--- src/rtl/assert_macros.svh ---
// Assertion macros shared by the converter RTL.
// No dependencies; included by files that carry concurrent checks.
`ifndef ASSERT_MACROS_SVH
`define ASSERT_MACROS_SVH
`ifndef SYNTHESIS
// Property must hold at every clock edge out of reset.
`define NLSC_ASSERT(lbl, clk, rst_n, prop, msg) \
  lbl: assert property (@(posedge clk) disable iff (!rst_n) (prop)) else $error(msg);
// Condition must never be true out of reset.
`define NLSC_NEVER(lbl, clk, rst_n, cond, msg) \
  lbl: assert property (@(posedge clk) disable iff (!rst_n) !(cond)) else $error(msg);
`else
`define NLSC_ASSERT(lbl, clk, rst_n, prop, msg)
`define NLSC_NEVER(lbl, clk, rst_n, cond, msg)
`endif
`endif

--- src/rtl/nlsc_pkg.sv ---
// Types and constants of the length-prefix to start-code converter.
// No dependencies; used by every other RTL file but assert_macros.svh.
package nlsc_pkg;

  // Sample byte count width
  localparam int unsigned SAMPLE_SIZE_BITS = 24;

  // Status codes
  localparam logic [2:0] ST_OK    = 3'd0;
  localparam logic [2:0] ST_TRUNC = 3'd1;
  localparam logic [2:0] ST_SIZE  = 3'd2;
  localparam logic [2:0] ST_HDR   = 3'd3;
  localparam logic [2:0] ST_STRAY = 3'd4;

  // Register indexes (paddr[2])
  localparam logic REG_LEN_BYTES = 1'b0;
  localparam logic REG_CHK_HDR   = 1'b1;

  // Register reset values
  localparam logic [2:0] LEN_BYTES_RST = 3'd4;
  localparam logic       CHK_HDR_RST   = 1'b1;

  // NAL header checks
  localparam logic [7:0] HDR_FORBIDDEN = 8'h80;
  localparam logic [7:0] HDR_TYPE_MASK = 8'h1f;
  localparam logic [4:0] HDR_TYPE_MAX  = 5'd23;

  // Start code; element 0 goes out first
  localparam int unsigned SC_LEN   = 4;
  localparam int unsigned SC_IDX_W = $clog2(SC_LEN + 1);
  localparam logic [SC_LEN-1:0][7:0] SC_BYTES = {8'h01, 8'h00, 8'h00, 8'h00};

  // Queue between classifier and emitter
  localparam int unsigned QDEPTH = 4;
  localparam int unsigned QAW    = $clog2(QDEPTH);

  typedef enum logic [1:0] {
    ACT_NONE,  // no result
    ACT_ERR,   // one error-only beat
    ACT_BYTE,  // one payload beat
    ACT_NAL    // start code then the first payload beat
  } act_e;

  typedef struct packed {
    logic [2:0] nal_len;
    logic       chk_hdr;
  } cfg_t;

  typedef struct packed {
    act_e       act;
    logic [7:0] data;
    logic [2:0] status;
    logic       done;
  } ent_t;

endpackage

--- src/rtl/nlsc_if.sv ---
// Valid/ready channel interfaces: sample bytes in, converted beats out.
// Depends on nlsc_pkg for the sample size width.
interface nlsc_in_if;
  import nlsc_pkg::*;
  logic                        valid;
  logic                        ready;
  logic [7:0]                  data_byte;
  logic                        sample_start;
  logic [SAMPLE_SIZE_BITS-1:0] sample_size;

  modport source (output valid, data_byte, sample_start, sample_size, input ready);
  modport sink   (input valid, data_byte, sample_start, sample_size, output ready);
endinterface

interface nlsc_out_if;
  logic       valid;
  logic       ready;
  logic [7:0] out_byte;
  logic       is_data;
  logic [2:0] status;
  logic       sample_done;
  logic       last_of_run;

  modport source (output valid, out_byte, is_data, status, sample_done, last_of_run,
                  input ready);
  modport sink   (input valid, out_byte, is_data, status, sample_done, last_of_run,
                  output ready);
endinterface

--- src/rtl/nlsc_front.sv ---
// Framing front end: tracks sample/prefix/NAL state per input beat and
// queues at most one action per beat. Depends on nlsc_pkg and nlsc_in_if.
module nlsc_front (
  input  logic            clk_i,
  input  logic            rst_ni,
  input  nlsc_pkg::cfg_t  cfg_i,
  nlsc_in_if.sink         in_if,
  input  logic            q_full_i,
  output logic            push_o,
  output nlsc_pkg::ent_t  push_data_o
);
  import nlsc_pkg::*;

  localparam logic [1:0] PH_IDLE  = 2'd0;
  localparam logic [1:0] PH_LEN   = 2'd1;
  localparam logic [1:0] PH_FIRST = 2'd2;
  localparam logic [1:0] PH_BODY  = 2'd3;

  logic [1:0]                  phase_q, phase_d;
  logic [SAMPLE_SIZE_BITS-1:0] sample_left_q, sample_left_d;
  logic [31:0]                 accum_q, accum_d;
  logic [2:0]                  count_q, count_d;
  logic [SAMPLE_SIZE_BITS-1:0] nal_left_q, nal_left_d;
  logic                        err_q, err_d;

  logic       accept;
  logic [2:0] eff_len;
  act_e       act;
  logic [2:0] status;
  logic       done;

  assign in_if.ready = !q_full_i;
  assign accept      = in_if.valid && in_if.ready;

  // Out-of-range width register clamps into 1..4
  always_comb begin
    if (cfg_i.nal_len == 3'd0) begin
      eff_len = 3'd1;
    end else if (cfg_i.nal_len > 3'd4) begin
      eff_len = 3'd4;
    end else begin
      eff_len = cfg_i.nal_len;
    end
  end

  // Per-beat framing state update
  always_comb begin
    logic       raise;
    logic [2:0] code;
    logic [4:0] hdr_type;
    logic       bad_hdr;
    raise         = 1'b0;
    code          = ST_OK;
    act           = ACT_NONE;
    done          = 1'b0;
    phase_d       = phase_q;
    sample_left_d = sample_left_q;
    accum_d       = accum_q;
    count_d       = count_q;
    nal_left_d    = nal_left_q;
    err_d         = err_q;
    hdr_type      = in_if.data_byte[4:0] & HDR_TYPE_MASK[4:0];
    bad_hdr       = ((in_if.data_byte & HDR_FORBIDDEN) != 8'h00) ||
                    (hdr_type == 5'd0) || (hdr_type > HDR_TYPE_MAX);

    if (in_if.sample_start && in_if.sample_size == '0) begin
      // Empty sample counts as a stray byte
      raise = 1'b1;
      code  = ST_STRAY;
    end else begin
      if (in_if.sample_start) begin
        err_d         = 1'b0;
        count_d       = 3'd0;
        accum_d       = 32'd0;
        nal_left_d    = '0;
        sample_left_d = in_if.sample_size;
        phase_d       = PH_LEN;
      end
      case (phase_d)
        PH_IDLE: begin
          if (!err_d) begin
            raise = 1'b1;
            code  = ST_STRAY;
          end
        end
        PH_LEN: begin
          if (count_d == 3'd0 && sample_left_d < SAMPLE_SIZE_BITS'(eff_len)) begin
            raise = 1'b1;
            code  = ST_TRUNC;
          end else begin
            accum_d       = {accum_d[23:0], in_if.data_byte};
            count_d       = count_d + 3'd1;
            sample_left_d = sample_left_d - 1'b1;
            if (count_d >= eff_len) begin
              if (accum_d == 32'd0 || accum_d > 32'(sample_left_d)) begin
                raise = 1'b1;
                code  = ST_SIZE;
              end else begin
                nal_left_d = accum_d[SAMPLE_SIZE_BITS-1:0];
                accum_d    = 32'd0;
                count_d    = 3'd0;
                phase_d    = PH_FIRST;
              end
            end
          end
        end
        default: begin
          if (phase_d == PH_FIRST && cfg_i.chk_hdr && bad_hdr) begin
            raise = 1'b1;
            code  = ST_HDR;
          end else begin
            act           = (phase_d == PH_FIRST) ? ACT_NAL : ACT_BYTE;
            phase_d       = PH_BODY;
            nal_left_d    = nal_left_d - 1'b1;
            sample_left_d = sample_left_d - 1'b1;
            if (nal_left_d == '0) begin
              if (sample_left_d == '0) begin
                done    = 1'b1;
                phase_d = PH_IDLE;
              end else begin
                phase_d = PH_LEN;
                count_d = 3'd0;
                accum_d = 32'd0;
              end
            end
          end
        end
      endcase
    end

    // Error: report once, drop until next sample
    if (raise) begin
      err_d         = 1'b1;
      phase_d       = PH_IDLE;
      count_d       = 3'd0;
      accum_d       = 32'd0;
      nal_left_d    = '0;
      sample_left_d = '0;
      act           = ACT_ERR;
    end
    status = code;
  end

  assign push_o             = accept && (act != ACT_NONE);
  assign push_data_o.act    = act;
  assign push_data_o.data   = (act == ACT_ERR) ? 8'h00 : in_if.data_byte;
  assign push_data_o.status = status;
  assign push_data_o.done   = done;

  // State registers
  always_ff @(posedge clk_i or negedge rst_ni) begin
    if (!rst_ni) begin
      phase_q       <= PH_IDLE;
      sample_left_q <= '0;
      accum_q       <= 32'd0;
      count_q       <= 3'd0;
      nal_left_q    <= '0;
      err_q         <= 1'b0;
    end else if (accept) begin
      phase_q       <= phase_d;
      sample_left_q <= sample_left_d;
      accum_q       <= accum_d;
      count_q       <= count_d;
      nal_left_q    <= nal_left_d;
      err_q         <= err_d;
    end
  end

endmodule

--- src/rtl/nlsc_fifo.sv ---
// Short action queue between framing front end and beat emitter.
// Depends on nlsc_pkg for the entry type and depth.
module nlsc_fifo (
  input  logic            clk_i,
  input  logic            rst_ni,
  input  logic            push_i,
  input  nlsc_pkg::ent_t  push_data_i,
  output logic            full_o,
  input  logic            pop_i,
  output nlsc_pkg::ent_t  head_o,
  output logic            valid_o
);
  import nlsc_pkg::*;

  ent_t           mem [QDEPTH];
  logic [QAW-1:0] wr_ptr_q, rd_ptr_q;
  logic [QAW:0]   cnt_q, cnt_d;

  assign full_o  = (cnt_q == (QAW+1)'(QDEPTH));
  assign valid_o = (cnt_q != '0);
  assign head_o  = mem[rd_ptr_q];

  // Entry storage
  always_ff @(posedge clk_i) begin
    if (push_i) begin
      mem[wr_ptr_q] <= push_data_i;
    end
  end

  // Occupancy
  always_comb begin
    case ({push_i, pop_i})
      2'b10:   cnt_d = cnt_q + 1'b1;
      2'b01:   cnt_d = cnt_q - 1'b1;
      default: cnt_d = cnt_q;
    endcase
  end

  always_ff @(posedge clk_i or negedge rst_ni) begin
    if (!rst_ni) begin
      wr_ptr_q <= '0;
      rd_ptr_q <= '0;
      cnt_q    <= '0;
    end else begin
      if (push_i) begin
        wr_ptr_q <= wr_ptr_q + 1'b1;
      end
      if (pop_i) begin
        rd_ptr_q <= rd_ptr_q + 1'b1;
      end
      cnt_q <= cnt_d;
    end
  end

endmodule

--- src/rtl/nlsc_back.sv ---
// Beat emitter: expands queued actions into output beats, inserting the
// start code before a NAL's first byte. Depends on nlsc_pkg, nlsc_out_if.
module nlsc_back (
  input  logic            clk_i,
  input  logic            rst_ni,
  input  nlsc_pkg::ent_t  head_i,
  input  logic            head_valid_i,
  output logic            pop_o,
  nlsc_out_if.source      out_if
);
  import nlsc_pkg::*;

  logic [SC_IDX_W-1:0] sc_idx_q, sc_idx_d;
  logic                out_valid_q;
  logic [7:0]          byte_q, byte_d;
  logic                data_q, data_d;
  logic [2:0]          status_q, status_d;
  logic                done_q, done_d;
  logic                last_q, last_d;
  logic                can_load;
  logic                final_beat;

  assign can_load   = !out_valid_q || out_if.ready;
  assign final_beat = (head_i.act != ACT_NAL) || (sc_idx_q == SC_IDX_W'(SC_LEN));
  assign pop_o      = can_load && head_valid_i && final_beat;

  // Next beat from queue head
  always_comb begin
    sc_idx_d = sc_idx_q;
    if (final_beat) begin
      byte_d   = head_i.data;
      data_d   = (head_i.act != ACT_ERR);
      status_d = head_i.status;
      done_d   = head_i.done;
      last_d   = 1'b1;
      sc_idx_d = '0;
    end else begin
      byte_d   = SC_BYTES[sc_idx_q[SC_IDX_W-2:0]];
      data_d   = 1'b1;
      status_d = ST_OK;
      done_d   = 1'b0;
      last_d   = 1'b0;
      sc_idx_d = sc_idx_q + 1'b1;
    end
  end

  // Output register payload
  always_ff @(posedge clk_i) begin
    if (can_load && head_valid_i) begin
      byte_q   <= byte_d;
      data_q   <= data_d;
      status_q <= status_d;
      done_q   <= done_d;
      last_q   <= last_d;
    end
  end

  // Output valid and start-code position
  always_ff @(posedge clk_i or negedge rst_ni) begin
    if (!rst_ni) begin
      out_valid_q <= 1'b0;
      sc_idx_q    <= '0;
    end else if (can_load) begin
      out_valid_q <= head_valid_i;
      if (head_valid_i) begin
        sc_idx_q <= sc_idx_d;
      end
    end
  end

  assign out_if.valid       = out_valid_q;
  assign out_if.out_byte    = byte_q;
  assign out_if.is_data     = data_q;
  assign out_if.status      = status_q;
  assign out_if.sample_done = done_q;
  assign out_if.last_of_run = last_q;

endmodule

--- src/rtl/nal_length_prefix_to_start_code_unit.sv ---
// Length-prefixed NAL to start-code converter. Takes one sample byte per
// cycle while the queue is not full; prefix bytes produce nothing, a payload
// byte one beat, an error one error beat, and a NAL's first payload byte
// five beats (00 00 00 01 then the byte). The output port moves one beat per
// cycle while out_if.ready is high; a four-entry action queue lets the input
// keep running while start codes drain. Actions pass through the queue and
// the output register. Depends on nlsc_pkg, nlsc_if, assert_macros.svh and the submodules.
`include "assert_macros.svh"

module nal_length_prefix_to_start_code_unit (
  input  logic        clk_i,
  input  logic        rst_ni,
  nlsc_in_if.sink     in_if,
  nlsc_out_if.source  out_if,
  input  logic        psel,
  input  logic        penable,
  input  logic        pwrite,
  input  logic [2:0]  paddr,
  input  logic [31:0] pwdata,
  output logic [31:0] prdata,
  output logic        pready
);
  import nlsc_pkg::*;

  cfg_t cfg_q;
  logic q_push, q_full, q_pop, q_valid;
  ent_t q_in, q_head;

  // APB register file
  assign pready = 1'b1;

  always_ff @(posedge clk_i or negedge rst_ni) begin
    if (!rst_ni) begin
      cfg_q.nal_len <= LEN_BYTES_RST;
      cfg_q.chk_hdr <= CHK_HDR_RST;
    end else if (psel && penable && pwrite && pready) begin
      case (paddr[2])
        REG_LEN_BYTES: cfg_q.nal_len <= pwdata[2:0];
        REG_CHK_HDR:   cfg_q.chk_hdr <= pwdata[0];
        default:       cfg_q <= cfg_q;
      endcase
    end
  end

  always_comb begin
    case (paddr[2])
      REG_LEN_BYTES: prdata = 32'(cfg_q.nal_len);
      REG_CHK_HDR:   prdata = 32'(cfg_q.chk_hdr);
      default:       prdata = 32'd0;
    endcase
  end

  nlsc_front u_front (
    .clk_i       (clk_i),
    .rst_ni      (rst_ni),
    .cfg_i       (cfg_q),
    .in_if       (in_if),
    .q_full_i    (q_full),
    .push_o      (q_push),
    .push_data_o (q_in)
  );

  nlsc_fifo u_fifo (
    .clk_i       (clk_i),
    .rst_ni      (rst_ni),
    .push_i      (q_push),
    .push_data_i (q_in),
    .full_o      (q_full),
    .pop_i       (q_pop),
    .head_o      (q_head),
    .valid_o     (q_valid)
  );

  nlsc_back u_back (
    .clk_i        (clk_i),
    .rst_ni       (rst_ni),
    .head_i       (q_head),
    .head_valid_i (q_valid),
    .pop_o        (q_pop),
    .out_if       (out_if)
  );

  // Checks
  `NLSC_NEVER(a_push_full, clk_i, rst_ni, q_push && q_full, "push into full queue")
  `NLSC_NEVER(a_pop_empty, clk_i, rst_ni, q_pop && !q_valid, "pop from empty queue")
  `NLSC_ASSERT(a_err_beat, clk_i, rst_ni, out_if.valid && !out_if.is_data |-> out_if.status != ST_OK && out_if.last_of_run, "error beat malformed")
  `NLSC_ASSERT(a_sc_beat, clk_i, rst_ni, out_if.valid && !out_if.last_of_run |-> out_if.is_data && out_if.status == ST_OK && !out_if.sample_done, "start-code beat malformed")

endmodule
--- src/flat_wrapper.sv ---
// flat-port wrapper written by rule: the top's interface ports become plain ports
module nal_length_prefix_to_start_code_unit_flat import nlsc_pkg::*;
  (clk_i, rst_ni, psel, penable, pwrite, paddr, pwdata, prdata, pready, in_if_valid, in_if_data_byte, in_if_sample_start, in_if_sample_size, in_if_ready, out_if_valid, out_if_out_byte, out_if_is_data, out_if_status, out_if_sample_done, out_if_last_of_run, out_if_ready);
  nlsc_in_if in_if_i ();
  nlsc_out_if out_if_i ();
  input  logic clk_i;
  input  logic rst_ni;
  input  logic psel;
  input  logic penable;
  input  logic pwrite;
  input  logic [2:0] paddr;
  input  logic [31:0] pwdata;
  output logic [31:0] prdata;
  output logic pready;
  input wire logic [$bits(in_if_i.valid)-1:0] in_if_valid;
  input wire logic [$bits(in_if_i.data_byte)-1:0] in_if_data_byte;
  input wire logic [$bits(in_if_i.sample_start)-1:0] in_if_sample_start;
  input wire logic [$bits(in_if_i.sample_size)-1:0] in_if_sample_size;
  output wire logic [$bits(in_if_i.ready)-1:0] in_if_ready;
  output wire logic [$bits(out_if_i.valid)-1:0] out_if_valid;
  output wire logic [$bits(out_if_i.out_byte)-1:0] out_if_out_byte;
  output wire logic [$bits(out_if_i.is_data)-1:0] out_if_is_data;
  output wire logic [$bits(out_if_i.status)-1:0] out_if_status;
  output wire logic [$bits(out_if_i.sample_done)-1:0] out_if_sample_done;
  output wire logic [$bits(out_if_i.last_of_run)-1:0] out_if_last_of_run;
  input wire logic [$bits(out_if_i.ready)-1:0] out_if_ready;
  assign in_if_i.valid = in_if_valid;
  assign in_if_i.data_byte = in_if_data_byte;
  assign in_if_i.sample_start = in_if_sample_start;
  assign in_if_i.sample_size = in_if_sample_size;
  assign in_if_ready = in_if_i.ready;
  assign out_if_valid = out_if_i.valid;
  assign out_if_out_byte = out_if_i.out_byte;
  assign out_if_is_data = out_if_i.is_data;
  assign out_if_status = out_if_i.status;
  assign out_if_sample_done = out_if_i.sample_done;
  assign out_if_last_of_run = out_if_i.last_of_run;
  assign out_if_i.ready = out_if_ready;
  nal_length_prefix_to_start_code_unit u_core (.clk_i(clk_i), .rst_ni(rst_ni), .in_if(in_if_i), .out_if(out_if_i), .psel(psel), .penable(penable), .pwrite(pwrite), .paddr(paddr), .pwdata(pwdata), .prdata(prdata), .pready(pready));
endmodule
--- config.mk ---
export PLATFORM = sky130hd
export DESIGN_NAME = nal_length_prefix_to_start_code_unit_flat
export DESIGN_NICKNAME = d
export VERILOG_FILES = /design/src/rtl/nlsc_pkg.sv /design/src/rtl/nlsc_if.sv /design/src/rtl/nlsc_front.sv /design/src/rtl/nlsc_fifo.sv /design/src/rtl/nlsc_back.sv /design/src/rtl/nal_length_prefix_to_start_code_unit.sv /design/src/flat_wrapper.sv
export VERILOG_INCLUDE_DIRS = /design/src /design/src/rtl
export SDC_FILE = /design/constraint.sdc
export NUM_CORES = 1
export LEC_CHECK = 0
export BUFFER_PORTS_ARGS = -buffer_cell sky130_fd_sc_hd__buf_2
export CORE_MARGIN = 4
export CORE_UTILIZATION = 59
export CTS_CLUSTER_SIZE = 30
export DETAILED_ROUTE_END_ITERATION = 10
export GPL_TIMING_DRIVEN = 0
export PLACE_DENSITY = 0.85
export RECOVER_POWER = 25
export SLEW_MARGIN = 20
export SYNTH_ARGS = -nofsm -noshare
export SYNTH_HDL_FRONTEND = slang
export SYNTH_SLANG_ARGS = --single-unit
--- constraint.sdc ---
create_clock -name clk_i -period 5.8 [get_ports clk_i]
set_input_delay 1.16 -clock clk_i [delete_from_list [all_inputs] [get_ports clk_i]]
set_output_delay 1.16 -clock clk_i [all_outputs]
set_load 0.02 [all_outputs]
==> impl_summary.md, run 1 <==
Finish
The area growth from synthesis to final layout is 17.49%. The area of all placed cells without fillers is 0.01370 mm². After filler insertion, the fill cell instance count of the layout stands at 1468. The repair_antennas step left the layout with diodes totalling 0. The post-layout net count is 1509. Of the cells placed in the final design, the portion with a size suffix greater than 1 is 0.2084.

Synthesis
The library cell with the largest summed area after synthesis is sky130_fd_sc_hd__dfrtp_1. The most common cell in the synthesized netlist is sky130_fd_sc_hd__nand2_1. The number of synthesis warnings is 0. In this run, distinct cell masters in the synthesized netlist total 92. The fraction of registers with async set/reset is 0.5706. For this run, the leading register cell type out of synthesis is sky130_fd_sc_hd__dfrtp_1. The area share of the largest cell type after synthesis is 0.1953.

The number of enable flip-flop cells after synthesis is 70. In the post-synthesis netlist, the biggest area contributors are sky130_fd_sc_hd__dfrtp_1 20%, sky130_fd_sc_hd__edfxtp_1 18%, sky130_fd_sc_hd__ha_1 4.3%. After synthesis the netlist holds a flip-flop and latch count of 163. Counting every instance in the synthesized netlist gives 1248. The post-synthesis average cell area is 9.342 µm².

The mapped netlist covers 0.01166 mm². Of the synthesized area, sequential elements account for 0.3801. In the synthesized netlist, the cells that appear most often are 103 x sky130_fd_sc_hd__nand2_1, 91 x sky130_fd_sc_hd__dfrtp_1, 89 x sky130_fd_sc_hd__nor2_1.

STA
Clock skew on the completed layout was measured at 8.792 ps. The number of setup violations in the final report is 46. Dividing the final minimum period by the clock period gives 1.035. Derived from the worst setup path, the maximum achievable clock frequency is 166.5 MHz. Summed over all failing endpoints, the final setup total negative slack is -3999 ps.

The post-layout minimum cycle time is 6006 ps. The slew of the pin with the lowest slew margin is 3001 ps. The count of endpoints failing hold in the final timing report is 0. The max-slew violation count is 96. The relative slew slack is -1.001. Setup repair after global routing could not meet its margin everywhere. Across all setup checks in the final design, the least slack found is -205.5 ps.

Floorplan
Pin placement for this block handled 124 I/O pins. The core outline area is 0.01946 mm². The initial utilization of the core area, before any placement, comes to 0.5990.

The width of the die is 148.6 µm. The number of placement rows is 51. The floorplan die area is 0.02207 mm².

In this run the vertical extent of the chip is 148.6 µm.

CTS
The H-tree was split into 4 levels. The buffer levels on the longest clock path is 2. TritonCTS built the clock tree.

Counting every sink on the clock net gives 163. The clock buffer count from CTS is 17. The insertion delay to the later sink of the worst-skew pair is 440 ps. The clock transition at the registers of the reported paths is 70 ps. Clock tree synthesis selected as its root buffer the cell sky130_fd_sc_hd__clkbuf_16.

Global route
The initial antenna violation count is 0. The global-route wire length before repair is 63620 µm. The total global routing track utilization is 0.3777. Entering global routing, the biggest net connects 62 pins. Global routing finished with a remaining overflow of 0. The number of global-route vias before repair is 11130.

Detailed routing
For this run, the detailed router's first-pass iteration total came to 7. The routed length per placed instance is 25.34 µm. The number of antenna-violating nets in the routed design is 0. The detailed-route DRC error count is 0. The routed wire length on met3 is 5997 µm.

In the final routing, the length of wire on met1 measures 15220 µm. The ratio of routed vias to standard cells is 6.964. The detailed router finished its first iteration with 1848 violations.

The uppermost layer routed is met4. The via count of the routed design is 11640. The overall routed net length is 42340 µm. The total met2 wirelength after detailed routing is 18090 µm.

Run status
The checks that failed: capacitance limit, slew limit, setup timing. The flow ran to the end, but the final reports show violations.

Critical path
STA classifies the critical path startpoint as an input port. The worst register-to-register path ends at u_core.u_fifo.cnt_q[2]. The type of the setup path with the least slack is in -> reg. The required arrival time at the worst endpoint is 6130 ps. The critical-path maximum fanout is 11.

The worst register-to-register path begins at u_core.u_front.sample_left_q[2]. The worst reg-to-reg path cell count is 22. STA puts the critical path data arrival time at 6330 ps. For flop-to-flop paths, the worst setup slack is 490 ps.

The endpoint kind of the worst setup timing path is a flop.

Pwr
The power per cell area is 512.3 mW/mm². IR analysis of the VDD net gives a maximum drop of 284.8 µV. In this run the static leakage power is 5.670 nW.

Place
At the end of routability-driven placement, the weighted congestion stood at 1.038. The post-detailed-placement cell area is 0.01258 mm². The number of input and output port buffers inserted is 62.

The half-perimeter wire length after detailed placement is 29550 µm.

Min path
The path class of the tightest hold or removal check is reg -> reg. The worst hold path depth is 1. The hold path startpoint is u_core.u_fifo.cnt_q[2]. The terminating pin of the worst hold path is u_core.u_fifo.cnt_q[2].

Flow run
The number of violations of the max-capacitance limit is 2.
[cells by family (layout without fill, tap and decap cells)]
group,Yosys count,count (layout),share of synthesized area
multiplexers,55,55,0.06461
AO/OA/AOI/OAI,343,343,0.2051
other,2,30,0.0006442
flip-flops,163,163,0.3801
XOR/XNOR,53,53,0.04100
buffers and inverters,154,284,0.06428
adder cells (fa/ha/maj),42,42,0.04550
AND/OR/NAND/NOR,436,436,0.1988
[cells in the final DEF, fill, tap and decap left out, types with 10 or more instances in the layout]
cell type                   count
sky130_fd_sc_hd__nand2_1      102
sky130_fd_sc_hd__dfrtp_1       91
sky130_fd_sc_hd__nor2_1        84
sky130_fd_sc_hd__a21oi_1       72
sky130_fd_sc_hd__buf_2         70
sky130_fd_sc_hd__buf_4         70
sky130_fd_sc_hd__edfxtp_1      70
sky130_fd_sc_hd__o21ai_0       56
sky130_fd_sc_hd__nor3_1        48
sky130_fd_sc_hd__nor2b_1       44
sky130_fd_sc_hd__clkbuf_1      43
sky130_fd_sc_hd__inv_1         39
sky130_fd_sc_hd__ha_1          38
sky130_fd_sc_hd__xnor2_1       34
sky130_fd_sc_hd__o31ai_1       33
sky130_fd_sc_hd__nand3_1       32
sky130_fd_sc_hd__conb_1        30
sky130_fd_sc_hd__a21o_1        25
sky130_fd_sc_hd__mux2i_1       22
sky130_fd_sc_hd__clkbuf_16     19
sky130_fd_sc_hd__nand4_1       18
sky130_fd_sc_hd__nor4_1        17
sky130_fd_sc_hd__xor2_1        15
sky130_fd_sc_hd__a22o_1        15
sky130_fd_sc_hd__mux4_2        14
sky130_fd_sc_hd__mux2_2        13
sky130_fd_sc_hd__a211oi_1      13
sky130_fd_sc_hd__o22ai_1       13
sky130_fd_sc_hd__o32a_1        12
sky130_fd_sc_hd__a31oi_1       10
[metal layers]
metal | up-vias | GRT usage
li1 | 4921 | -
met1 | 5406 | 0.4980
met2 | 1044 | 0.5544
met3 | 266 | 0.1109
met4 | 0 | 0.2226
met5 | - | 0
[critical path: stages]
cell and delay (ps):
sky130_fd_sc_hd__buf_12 120, sky130_fd_sc_hd__buf_12 130, sky130_fd_sc_hd__buf_12 130, sky130_fd_sc_hd__inv_1 400
sky130_fd_sc_hd__clkbuf_2 470, sky130_fd_sc_hd__clkbuf_2 400, sky130_fd_sc_hd__nand2_1 130, sky130_fd_sc_hd__ha_1 240
sky130_fd_sc_hd__clkbuf_1 250, sky130_fd_sc_hd__and2_1 240, sky130_fd_sc_hd__a311oi_1 450, sky130_fd_sc_hd__nand3_1 180
sky130_fd_sc_hd__nor4_1 370, sky130_fd_sc_hd__nand4_1 330, sky130_fd_sc_hd__a311oi_4 600, sky130_fd_sc_hd__buf_2 370
sky130_fd_sc_hd__o31ai_1 130, sky130_fd_sc_hd__a21o_1 240
[sequential cells by signal (all words and copies together), names as in the netlist, 2 cells and up]
register,flops
u_core.cfg_q,4
u_core.u_back.out_if.out_byte,8
u_core.u_back.out_if.status,3
u_core.u_back.sc_idx_q,3
u_core.u_fifo.cnt_q,3
u_core.u_fifo.mem,56
u_core.u_fifo.rd_ptr_q,2
u_core.u_fifo.wr_ptr_q,2
u_core.u_front.accum_q,24
u_core.u_front.count_q,3
u_core.u_front.nal_left_q,24
u_core.u_front.phase_q,2
u_core.u_front.sample_left_q,24
[stage by stage]
stage          std cells  utilization  power [mW]  hold WS (ps)  setup WS, ps
6_report            1671       0.7038       7.018         497.6        -205.5
5_1_grt             1671       0.7038       7.333         512.5        -281.8
4_1_cts             1643       0.6876       6.709         492.9        -133.5
3_5_place_dp        1605       0.6465       5.495         482.2         -1255
3_3_place_gp        1603       0.6440       5.388         471.4         -1230
2_1_floorplan       1276            -       4.430         449.9        -97.60
[area by class of cell]
| cell class | count | area [µm²] | area share |
|---|---|---|---|
| Inverter | 43 | 166.4 | 0.01215 |
| Multi-Input combinational cell | 959 | 6855 | 0.5005 |
| Buffer | 109 | 665.6 | 0.04859 |
| Clock inverter | 15 | 161.4 | 0.01178 |
| Tap cell | 265 | 331.6 | 0.02421 |
| Timing Repair Buffer | 100 | 660.6 | 0.04823 |
| Sequential cell | 163 | 4432 | 0.3235 |
| Clock buffer | 17 | 425.4 | 0.03106 |
[worst max path at each step]
stage                                       to  cells after the start  slack, ps          startpoint
finish              u_core.u_front.accum_q[10]                     18       -210  in_if_sample_start
global route            u_core.u_fifo.cnt_q[2]                     26       -280  in_if_sample_start
CTS                     u_core.u_fifo.cnt_q[2]                     30       -130  in_if_sample_start
detailed placement      u_core.u_fifo.cnt_q[2]                     26      -1260  in_if_sample_start
global placement        u_core.u_fifo.cnt_q[2]                     26      -1230  in_if_sample_start
floorplan               u_core.u_fifo.cnt_q[2]                     30       -100  in_if_sample_start
[where the power goes]
group | total, mW | switching (mW) | internal (mW)
logic | 3.89 | 2.48 | 1.41
clock network | 1.14 | 0.563 | 0.577
registers | 1.99 | 0.357 | 1.63
[timing repair]
item	4_1_cts	5_1_grt
cloned	0	1
pin swaps	12	24
hold buffers	0	0
endpoints found under the setup margin	178	172
buffers inserted	8	27
endpoints found under the hold margin	0	0
resized for setup	39	27
(Power assumes the default switching activity.)
==> run 2, diff against run 1 <==
--- a/config.mk
+++ b/config.mk
@@ -7,6 +7,7 @@
 export NUM_CORES = 1
 export LEC_CHECK = 0
 export BUFFER_PORTS_ARGS = -buffer_cell sky130_fd_sc_hd__buf_2
+export CORE_ASPECT_RATIO = 0.9
 export CORE_MARGIN = 4
 export CORE_UTILIZATION = 59
 export CTS_CLUSTER_SIZE = 30
==> impl_summary.md, run 2 (synthesis gave the netlist of run 1 again) <==
Place
The final weighted congestion of routability-driven global placement is 1.080 (+4.0%). The post-placement cell count is 1590 (-0.93%). The post-placement worst setup slack is -1301 ps (-46.18 ps). The half-perimeter wire length after detailed placement is 30470 µm (+3.1%). The number of input and output port buffers inserted is 62 (unchanged).

Floorplan
The chip height is 141.4 µm (-4.9%). The core outline area is 0.01928 mm² (-0.94%). The floorplan die area came to 0.02208 mm² (about the same). The number of placement rows was 48 (-5.9%). The initial core utilization is 0.6048 (+0.005715). The total I/O pin count is 124 (unchanged). The width of the die is 156.2 µm (+5.1%).

Critical path
The slowest stage of the critical path belongs to the cell sky130_fd_sc_hd__a311oi_4. The startpoint identified for the worst register-to-register timing path is u_core.u_front.sample_left_q[2]. The slack of the worst reg-to-reg path is 610 ps (+120 ps).

The endpoint kind of the worst setup timing path is a flop. The maximum cell stage delay along the critical path is 640 ps (+40 ps). The worst reg-to-reg path cell count came to 22 (unchanged).

The critical path launch point is in_if_sample_start. The worst setup path is of the in -> reg kind. The critical path arrival was 6130 ps (-200 ps).

The critical-path maximum fanout is 18 (+7). The required arrival time at the worst endpoint is 6130 ps (about the same). The critical path ends at u_core.u_front.accum_q[6]. The startpoint kind of the worst setup timing path is an input port. The capturing point of the worst reg2reg path is u_core.u_fifo.cnt_q[2].

Walking the worst path, the cells encountered are buf_8 -> buf_12 -> inv_1 -> clkbuf_2 -> clkbuf_2 -> nand2_1 -> ha_1 -> clkbuf_1 -> xnor2_1 -> nand3_1 -> a2111oi_0 -> nand4_1 -> nor4_1 -> nand4_1 -> a311oi_4 -> buf_2 -> o31ai_1 -> a21o_1.

Detailed routing
The via count of the routed design is 11630 (-0.052%). The overall routed net length is 42630 µm (+0.68%). The detailed-route DRC error count is 0 (unchanged). The number of detailed-routing iterations run before antenna repair came to 7 (unchanged).

The first-iteration detailed-routing DRC count is 1864 (+0.87%). The routed length per placed instance is 25.96 µm (+2.5%). The number of antenna-violating nets in the routed design is 0 (unchanged). The ratio of routed vias to standard cells is 7.083 (+1.7%).

CTS
The number of clock sinks was 163 (unchanged). The maximum level of the CTS H-tree is 4 (unchanged). The clock tree from TritonCTS is built. The clock transition at the registers of the reported paths was 70 ps (about the same). The buffer levels on the longest clock path was 2 (unchanged). The number of hold-repair buffers added at the cts stage was 0 (unchanged). The cell sitting at the root of the clock tree is a sky130_fd_sc_hd__clkbuf_16. The clock buffer count from CTS is 17 (unchanged). The insertion delay to the later sink of the worst-skew pair was 450 ps (about the same).

STA
The relative slew slack was -0.3569 (+0.6438). The final critical-path setup slack was 1.040 ps (+206.5 ps). The post-layout minimum cycle time came to 5799 ps (-206.5 ps). Setup repair after global routing could not meet its margin everywhere.

The tightest hold margin came to 484.6 ps (-12.95 ps). The count of endpoints failing hold in the final timing report is 0 (unchanged). The maximum clock frequency is 172.4 MHz (+3.6%). The share of the clock period used by the worst path is 0.9998 (-0.03561). The number of setup violations in the final report came to 0 (-100%). The setup TNS after final layout is 0 ps (+3999 ps).

The max-slew violation count is 74 (-23%). The slew of the pin with the lowest slew margin is 2035 ps (-965.6 ps). The worst clock skew is 14.94 ps (+6.151 ps).

Pwr
The static leakage is 5.570 nW (-1.8%). The power per cell area was 518.5 mW/mm² (+1.2%). The worst vdd rail ir drop came to 254.5 µV (-11%).

Global route
The initial antenna violation count is 0 (unchanged). The number of global-route vias before repair is 10880 (-2.2%). The global-route wire length before repair is 63890 µm (+0.42%). The total global routing track utilization is 0.3811 (+0.003306). The global-route congestion overflow total is 0 (unchanged). The largest net degree at the start of global routing was 74 (+19%).

Finish
The final cell count without fillers is 1642 (-1.7%). The register containing the most flip-flops in the final layout is u_core.u_fifo.mem. The flip-flop and latch area came to 0.004432 mm² (unchanged).

The number of fillers in the final layout is 1451 (-1.2%). The library cell used most frequently in the layout, excluding fill and tap cells, is sky130_fd_sc_hd__nand2_1. The post-layout net count is 1494 (-0.99%).

The top cell types in the final layout, fill and taps aside, are 101 x sky130_fd_sc_hd__nand2_1, 91 x sky130_fd_sc_hd__dfrtp_1, 86 x sky130_fd_sc_hd__nor2_1. The flip-flop count of the largest register after layout was 56 (unchanged). Relative to the synthesized area, the layout overhead comes to 15.98%. The proportion of layout cells with a drive suffix above 1 came to 0.1977 (-0.01069). The area occupied by multi-input gates is 0.006877 mm² (+0.31%).

Run status
The final reports fail on capacitance limit, slew limit. The flow ran to the end, but the final reports show violations.

Flow run
The number of violations of the max-capacitance limit came to 1 (-1).

Min path
The kind of path behind the tightest hold check is reg -> reg.
-- run 2: metal layers --
layer	vias up	track usage	routed length (µm)
li1	4889	-	-
met1	5425	0.5155	15550
met2	1049	0.5400	17840
met3	268	0.1192	6312
met4	0	0.2215	2925
met5	-	0	0
-- run 2: layout make-up --
class	instances	area share
flip-flops and latches	163	0.3278
inverters	43	0.01212
clock buffers	17	0.03146
repair buffers	86	0.03794
well taps	250	0.02313
clock inverters	15	0.01203
multi-input cells	959	0.5086
plain buffers	108	0.04682
diodes	1	0.0001851
-- run 2: power breakdown --
group	switching (mW)	internal (mW)
logic	2.49	1.36
clock network	0.570	0.578
registers	0.373	1.63
total	3.44	3.57
-- run 2: per-stage QoR --
stage	instance area, µm²	power, mW	utilization
after global placement	12520	5.426	0.6492
after CTS	13360	6.751	0.6928
final	13520	7.012	0.7014
after floorplan	11890	4.430	-
after detailed placement	12560	5.544	0.6517
after global routing	13520	7.337	0.7013
-- run 2: repair_timing --
| action | 4_1_cts | 5_1_grt |
|---|---|---|
| pin swaps | 12 | 15 |
| buffers inserted | 13 | 9 |
| endpoints found under the setup margin | 178 | 139 |
| resized for setup | 29 | 25 |
-- run 2: worst min-delay path by stage --
stage,startpoint,endpoint,cells past startpoint
final,u_core.u_front.err_q,u_core.u_front.err_q,1
after global routing,u_core.u_front.err_q,u_core.u_front.err_q,1
after CTS,u_core.u_front.err_q,u_core.u_front.err_q,1
after detailed placement,u_core.u_front.err_q,u_core.u_front.err_q,1
after global placement,u_core.u_front.err_q,u_core.u_front.err_q,1
after floorplan,u_core.u_front.err_q,u_core.u_front.err_q,1
-- run 2: worst max-delay path, delay by kind of cell --
kind	cells	cell delay, ps
AOI/OAI and AO/OA	4	1380
xor gates and xnor gates	1	210
adders and majority gates	1	230
buffers and inverters	7	2160
and+or+nand+nor	5	920
